$ cat src/rtl/tpc_pkg.sv
`timescale 1ns / 1ps
package tpc_pkg;

    typedef enum logic [2:0] {
        DEPTH_NONE,
        DEPTH_32,
        DEPTH_24,
        DEPTH_16,
        DEPTH_8,
        DEPTH_4
    } depth_t;

    typedef enum logic [1:0] {
        KIND_PALETTE = 2'd0,
        KIND_COLOR   = 2'd1,
        KIND_INDEX   = 2'd2
    } kind_t;

    typedef enum logic {
        OP_PALETTE = 1'b0,
        OP_IMAGE   = 1'b1
    } op_t;

    localparam logic [7:0] FMT_RGBA32    = 8'h00;
    localparam logic [7:0] FMT_RGB24     = 8'h01;
    localparam logic [7:0] FMT_RGB555_A  = 8'h02;
    localparam logic [7:0] FMT_RGB555_B  = 8'h0A;
    localparam logic [7:0] FMT_IDX8_A    = 8'h13;
    localparam logic [7:0] FMT_IDX8_B    = 8'h1B;
    localparam logic [7:0] FMT_IDX4_A    = 8'h14;
    localparam logic [7:0] FMT_IDX4_B    = 8'h24;
    localparam logic [7:0] FMT_IDX4_C    = 8'h2C;

    localparam logic [7:0] ALPHA_SAT     = 8'h7F;

    typedef struct packed {
        kind_t      kind;
        logic [7:0] red;
        logic [7:0] green;
        logic [7:0] blue;
        logic [7:0] alpha;
        logic [7:0] color_index;
        logic [7:0] palette_address;
        logic       last;
        logic       error;
    } result_t;

    function automatic depth_t depth_class(input logic [7:0] code);
        depth_t d;
        unique case (code) inside
            FMT_RGBA32:                           d = DEPTH_32;
            FMT_RGB24:                            d = DEPTH_24;
            FMT_RGB555_A, FMT_RGB555_B:           d = DEPTH_16;
            FMT_IDX8_A, FMT_IDX8_B:               d = DEPTH_8;
            FMT_IDX4_A, FMT_IDX4_B, FMT_IDX4_C:   d = DEPTH_4;
            default:                              d = DEPTH_NONE;
        endcase
        return d;
    endfunction

endpackage

$ cat src/rtl/texture_palette_pixel_converter.sv
`timescale 1ns / 1ps
// Converts palette entries and image elements into RGBA8888 colors or palette
// indices, following the pixel format and palette format registers. Each
// accepted transfer is held in an input register and converted combinationally
// into an output register, from which its result is presented on the result
// stream. A new transfer is taken every cycle while the result stream is not
// stalled; a 4-bit indexed image element stays in the input register until
// both of its nibble results have moved on, so in that format a new transfer
// is taken only after the high nibble result. Write the format registers only
// while the block is idle; writes do not reset the palette entry counter.
module texture_palette_pixel_converter (
    input  logic        aclk,
    input  logic        aresetn,
    // input stream
    input  logic        s_tvalid,
    output logic        s_tready,
    input  logic [31:0] s_tdata,    // [31:0] data
    input  logic        s_tuser,    // [0] op
    // result stream
    output logic        m_tvalid,
    input  logic        m_tready,
    output logic [55:0] m_tdata,    // red, green, blue, alpha, color_index,
                                    // palette_address, error, zero pad
    output logic [1:0]  m_tuser,    // [1:0] kind
    output logic        m_tlast,
    // configuration
    input  logic        psel,
    input  logic        penable,
    input  logic        pwrite,
    input  logic [2:0]  paddr,
    input  logic [31:0] pwdata,
    output logic [31:0] prdata,
    output logic        pready
);
    import tpc_pkg::*;

    logic [7:0] pixel_format_reg;
    logic [7:0] clut_format_reg;
    logic [7:0] palette_counter_reg;

    logic        in_valid_reg;
    logic        half_reg;
    logic        op_reg;
    logic [31:0] data_reg;

    logic        out_valid_reg;
    result_t     out_reg;

    result_t     res_next;
    logic [7:0]  counter_next;
    logic        two_results;
    logic        out_free;
    logic        advance;
    logic        finishing;
    logic        cfg_write;

    assign pready    = 1'b1;
    assign cfg_write = psel && penable && pwrite && pready;
    assign prdata    = paddr[2] ? {24'h0, clut_format_reg} : {24'h0, pixel_format_reg};

    always_ff @(posedge aclk) begin
        if (!aresetn) begin
            pixel_format_reg <= '0;
            clut_format_reg  <= '0;
        end else if (cfg_write) begin
            if (paddr[2]) begin
                clut_format_reg <= pwdata[7:0];
            end else begin
                pixel_format_reg <= pwdata[7:0];
            end
        end
    end

    tpc_convert u_convert (
        .op              (op_reg),
        .data            (data_reg),
        .second_half     (half_reg),
        .pixel_format    (pixel_format_reg),
        .clut_format     (clut_format_reg),
        .palette_counter (palette_counter_reg),
        .res             (res_next),
        .counter_next    (counter_next),
        .two_results     (two_results)
    );

    assign out_free  = !out_valid_reg || m_tready;
    assign advance   = in_valid_reg && out_free;
    assign finishing = !two_results || half_reg;
    assign s_tready  = !in_valid_reg || (advance && finishing);

    always_ff @(posedge aclk) begin
        if (!aresetn) begin
            in_valid_reg        <= 1'b0;
            half_reg            <= 1'b0;
            palette_counter_reg <= '0;
        end else begin
            if (s_tvalid && s_tready) begin
                in_valid_reg <= 1'b1;
                half_reg     <= 1'b0;
            end else if (advance && finishing) begin
                in_valid_reg <= 1'b0;
                half_reg     <= 1'b0;
            end else if (advance) begin
                half_reg <= 1'b1;
            end
            if (advance) begin
                palette_counter_reg <= counter_next;
            end
        end
    end

    always_ff @(posedge aclk) begin
        if (s_tvalid && s_tready) begin
            op_reg   <= s_tuser;
            data_reg <= s_tdata;
        end
    end

    always_ff @(posedge aclk) begin
        if (!aresetn) begin
            out_valid_reg <= 1'b0;
        end else if (advance) begin
            out_valid_reg <= 1'b1;
        end else if (m_tready) begin
            out_valid_reg <= 1'b0;
        end
    end

    always_ff @(posedge aclk) begin
        if (advance) begin
            out_reg <= res_next;
        end
    end

    assign m_tvalid = out_valid_reg;
    assign m_tuser  = out_reg.kind;
    assign m_tlast  = out_reg.last;
    assign m_tdata  = {7'h00, out_reg.error, out_reg.palette_address, out_reg.color_index,
                       out_reg.alpha, out_reg.blue, out_reg.green, out_reg.red};

`ifndef SYNTHESIS
    // the second nibble pass only exists while an item is held
    a_half_needs_item: assert property (@(posedge aclk) disable iff (!aresetn)
        half_reg |-> in_valid_reg)
        else $error("second nibble pass without a held item");

    // no new transfer while the held item cannot move on
    a_no_overrun: assert property (@(posedge aclk) disable iff (!aresetn)
        (in_valid_reg && out_valid_reg && !m_tready) |-> !s_tready)
        else $error("input accepted while held item is stalled");

    // error results always close their item
    a_error_last: assert property (@(posedge aclk) disable iff (!aresetn)
        (m_tvalid && m_tdata[48]) |-> m_tlast)
        else $error("error result without last");

    // a 4-bit palette entry keeps the counter within 16 entries
    a_idx4_counter: assert property (@(posedge aclk) disable iff (!aresetn)
        (advance && (op_reg == OP_PALETTE) && !res_next.error
         && (depth_class(pixel_format_reg) == DEPTH_4))
        |=> (palette_counter_reg[7:4] == 4'h0))
        else $error("palette counter escaped 4-bit range");
`endif

endmodule

$ cat src/rtl/tpc_convert.sv
`timescale 1ns / 1ps
module tpc_convert (
    input  logic              op,
    input  logic [31:0]       data,
    input  logic              second_half,
    input  logic [7:0]        pixel_format,
    input  logic [7:0]        clut_format,
    input  logic [7:0]        palette_counter,
    output tpc_pkg::result_t  res,
    output logic [7:0]        counter_next,
    output logic              two_results
);
    import tpc_pkg::*;

    function automatic logic [7:0] expand_alpha(input logic [7:0] a);
        logic [15:0] prod;
        prod = {a, 8'h00} - {8'h00, a};
        if (a >= ALPHA_SAT) begin
            return 8'hFF;
        end
        return prod[14:7];
    endfunction

    depth_t     depth;
    logic       pal_fmt32;
    logic       pal_fmt16;
    logic [7:0] num;

    assign depth     = depth_class(pixel_format);
    assign pal_fmt32 = (clut_format == FMT_RGBA32);
    assign pal_fmt16 = (clut_format == FMT_RGB555_A) || (clut_format == FMT_RGB555_B);
    assign num       = (depth == DEPTH_8) ? palette_counter : {4'h0, palette_counter[3:0]};

    always_comb begin
        res          = '0;
        res.last     = 1'b1;
        counter_next = palette_counter;
        two_results  = 1'b0;
        if (op == OP_PALETTE) begin
            res.kind = KIND_PALETTE;
            if (((depth != DEPTH_8) && (depth != DEPTH_4)) || !(pal_fmt32 || pal_fmt16)) begin
                res.error = 1'b1;
            end else begin
                if (depth == DEPTH_8) begin
                    // clut swizzle: swap address bits 3 and 4
                    res.palette_address = {num[7:5], num[3], num[4], num[2:0]};
                    counter_next        = num + 8'd1;
                end else begin
                    res.palette_address = num;
                    counter_next        = {4'h0, num[3:0] + 4'd1};
                end
                if (pal_fmt32) begin
                    res.red   = data[7:0];
                    res.green = data[15:8];
                    res.blue  = data[23:16];
                    res.alpha = expand_alpha(data[31:24]);
                end else begin
                    res.red   = {data[4:0], 3'b000};
                    res.green = {data[9:5], 3'b000};
                    res.blue  = {data[14:10], 3'b000};
                    res.alpha = (num == 8'd0) ? 8'h00 : 8'hFF;
                end
            end
        end else begin
            unique case (depth)
                DEPTH_32: begin
                    res.kind  = KIND_COLOR;
                    res.red   = data[7:0];
                    res.green = data[15:8];
                    res.blue  = data[23:16];
                    res.alpha = expand_alpha(data[31:24]);
                end
                DEPTH_24: begin
                    res.kind  = KIND_COLOR;
                    res.red   = data[7:0];
                    res.green = data[15:8];
                    res.blue  = data[23:16];
                    res.alpha = 8'hFF;
                end
                DEPTH_16: begin
                    res.kind  = KIND_COLOR;
                    res.red   = {data[4:0], 3'b000};
                    res.green = {data[9:5], 3'b000};
                    res.blue  = {data[14:10], 3'b000};
                    res.alpha = 8'hFF;
                end
                DEPTH_8: begin
                    res.kind        = KIND_INDEX;
                    res.color_index = data[7:0];
                end
                DEPTH_4: begin
                    // low nibble first, last only on the high nibble
                    two_results     = 1'b1;
                    res.kind        = KIND_INDEX;
                    res.color_index = second_half ? {4'h0, data[7:4]} : {4'h0, data[3:0]};
                    res.last        = second_half;
                end
                default: begin
                    res.kind  = KIND_COLOR;
                    res.error = 1'b1;
                end
            endcase
        end
    end

endmodule
$ cat config.mk
export PLATFORM = sky130hd
export DESIGN_NAME = texture_palette_pixel_converter
export DESIGN_NICKNAME = d
export VERILOG_FILES = /design/src/rtl/tpc_pkg.sv /design/src/rtl/texture_palette_pixel_converter.sv /design/src/rtl/tpc_convert.sv
export SDC_FILE = /design/constraint.sdc
export NUM_CORES = 1
export LEC_CHECK = 0
export ABC_AREA = 1
export ABC_CLOCK_PERIOD_IN_PS = 4400
export BUFFER_PORTS_ARGS = -buffer_cell sky130_fd_sc_hd__buf_2
export CAP_MARGIN = 0
export CORE_MARGIN = 3
export CORE_UTILIZATION = 56
export DETAILED_ROUTE_END_ITERATION = 12
export PLACE_DENSITY = 0.9
export SYNTH_ARGS = -nofsm -noshare
export SYNTH_HDL_FRONTEND = slang
export SYNTH_HIERARCHICAL = 1
export SYNTH_SLANG_ARGS = --single-unit
$ cat constraint.sdc
create_clock -name aclk -period 4.4 [get_ports aclk]
set_input_delay 0.66 -clock aclk [delete_from_list [all_inputs] [get_ports aclk]]
set_output_delay 0.66 -clock aclk [all_outputs]
set_load 0.05 [all_outputs]
==> metrics.csv <==
metric,value,unit
Total GRT Usage,0.211,
pin count of the biggest net entering global routing,61,
synthesized flop and latch total,112,
Fillers,754,
hold path start,s_tdata[27],
Std-Cell Rows,35,
worst path bufs/invs,3,
global placement routability congestion,0.872,
Max transition margin,0.200,
Worst EP arrival,2.85,ns
"Slew Viols, Final",0,
Routed WL per cell,13.8,um
Pre-antenna DRT Iters,5,
die width,106,um
total core area,9420,um2
Synth Cell Area,5550,um2
Avg Vias per Cell,5.16,
Leakage Power,2.77,nW
number of flip-flops in the largest register,49,
"Hold-fix buffers, CTS",0,
critical path's top delay family,flip-flops,
Final Hold Violating Endpoints,0,
Synth Warn #,6,
# resized after CTS,0,
max-capacitance violation count,0,
dpl ws,1.31,ns
RSZ-0062 raised after global routing,no,
final period utilization,0.798,
nature of the critical path endpoint,primary output,
Critical Path Most Common Cell,inv_1,
CTS Sinks,112,
TNS Setup,0,ns
Max Root-Sink Buffers,2,
Worst path slowest cell,edfxtp_1,
total number of vias,4394,
Tmin final,3.51,ns
initial antenna violation count,0,
Worst setup SP type,flop,
CP startpoint,op_reg$_DFFE_PP_,
first-pass GRT wire length,19000,um
"Top FF cell, synth",edfxtp_1,
post-DP HPWL,8540,um
register area share after synthesis,0.558,
"CTS clk-pin slew, worst paths",0.11,ns
PnR worst setup slack,0.890,ns
clk_lat worst skew,0.37,ns
post-synth cell types,40,
Syn Area/Cell,9.04,um2
worst vdd ir,0.000181,V
data required time of the critical path,3.74,ns
Remaining DRCs,0,
# IOs,169,
die area,11100,um2
layout cell share with drive strength beyond 1,0.215,
NumNets Final,794,
kind of critical path,flop to primary output,
CTS buffer count,9,
Max stage delay on crit path,0.89,ns
total setup buffers inserted after CTS,0,
initial DRC count,303,
worst slew pin tran,1.20,ns
TritonCTS clock tree,done,
Post-DRT Antenna Nets,0,
Synth Instances,614,
final wirelength,11700,um
port bufs,110,
status,"complete, no violations",
"critical path, cell by cell",inv_1 -> nor2_1 -> nand2_1 -> a21oi_1 -> inv_1 -> buf_2,
total power,2.22,mW
Final Setup Violations,0,
Layout Area Growth over Synthesis,11.8,%
Max Clock Freq,285,MHz
clock root buffer,clkbuf_8,
Power Dens Cells,358,nW/um2
grt total ovfl,0,
Die Ht,106,um
HP Class,input port to flop,
number of H-tree levels,3,
Reg2Reg Launch Point,op_reg$_DFFE_PP_,
number of global-route vias before repair,4156,
Max Fanout on Critical Path,20,
Ant. Diodes,0,
final clock skew,0.0140,ns
share of flip-flops with an asynchronous set or reset,0,
number of synthesized flops with an enable pin,85,
Initial Util,0.589,
==> where the power goes <==
| part | internal (mW) | leakage [nW] | total, mW | switching (mW) |
|---|---|---|---|---|
| clock | 0.214 | 0.0814 | 0.565 | 0.350 |
| sequential | 1.20 | 1.03 | 1.23 | 0.0311 |
| combinational | 0.0913 | 1.66 | 0.425 | 0.334 |
==> cell families (layout without fill, tap and decap cells) <==
logic type	after synthesis	in the layout	synth area share
AOI/OAI and AO/OA	83	83	0.0855
buffers and inverters	116	194	0.111
DFF	112	112	0.558
xor gates and xnor gates	4	4	0.00632
adders and majority gates	2	2	0.00451
and+or+nand+nor	295	295	0.233
other	2	32	0.00135
==> Yosys cell counts (6+ instances only) <==
master,count,share of area
buf_4,34,0.046
buf_2,6,0.0054
nand2_2,6,0.0068
nand3_1,25,0.023
inv_1,60,0.041
edfxtp_1,85,0.46
nor2_1,77,0.052
o21ai_0,50,0.045
buf_6,6,0.012
nor3_1,23,0.021
nand2_1,143,0.097
dfxtp_1,27,0.097
o22ai_1,15,0.017
o211ai_1,8,0.011
inv_2,6,0.0041
==> layer usage <==
layer	vias to the layer above	GRT usage	routed length, um	share of wire
li1	2181	-	-	-
met1	1984	0.265	4890	0.42
met5	-	0	0	0
met2	205	0.361	5670	0.48
met4	0	0.0851	294	0.025
met3	24	0.0404	882	0.075
==> placed cells by master, fill, tap and decap left out, types with 3 or more instances in the layout <==
cell | synthesis | layout
nand2_2 | 6 | 6
buf_2 | 6 | 110
clkbuf_8 | 0 | 9
nand3_1 | 25 | 25
clkinvlp_4 | 0 | 3
edfxtp_1 | 85 | 85
nor2_2 | 3 | 3
o21ai_0 | 50 | 50
a21oi_1 | 3 | 3
o211ai_1 | 8 | 8
xor2_1 | 3 | 3
inv_2 | 6 | 6
nand2_1 | 143 | 143
nor3_1 | 23 | 23
nor2_1 | 77 | 76
nor2_4 | 3 | 4
dfxtp_1 | 27 | 27
conb_1 | 2 | 32
nand4_1 | 4 | 4
inv_1 | 60 | 60
o22ai_1 | 15 | 15
==> worst paths after layout <==
check                                         endpoint  slack (ns)  cells after the start
worst max register to register  data_reg[19]$_DFFE_PP_        1.67                      5
worst min register to register   m_tvalid$_SDFFE_PN0P_        0.53                      2
worst min-delay path            data_reg[27]$_DFFE_PP_        0.45                      1
worst max-delay path                          s_tready        0.89                      6
==> final cells by class <==
cell class	instances	area, um2	area share
Clock buffer	10	128	0.0206
Clock inverter	6	51.3	0.00827
Inverter	67	254	0.0410
Multi-Input combinational cell	416	1960	0.316
Sequential cell	112	3090	0.499
Tap cell	129	161	0.0260
Timing Repair Buffer	111	558	0.0900
==> metrics by stage <==
step	instances	hold WS [ns]	area, um2	util
floorplan	644	0.472	5660	-
global placement	835	0.489	6020	0.640
detailed placement	835	0.513	6020	0.640
CTS	851	0.433	6200	0.659
global route	851	0.432	6200	0.659
finish	851	0.454	6200	0.659
Power figures use the tool's default switching activity.
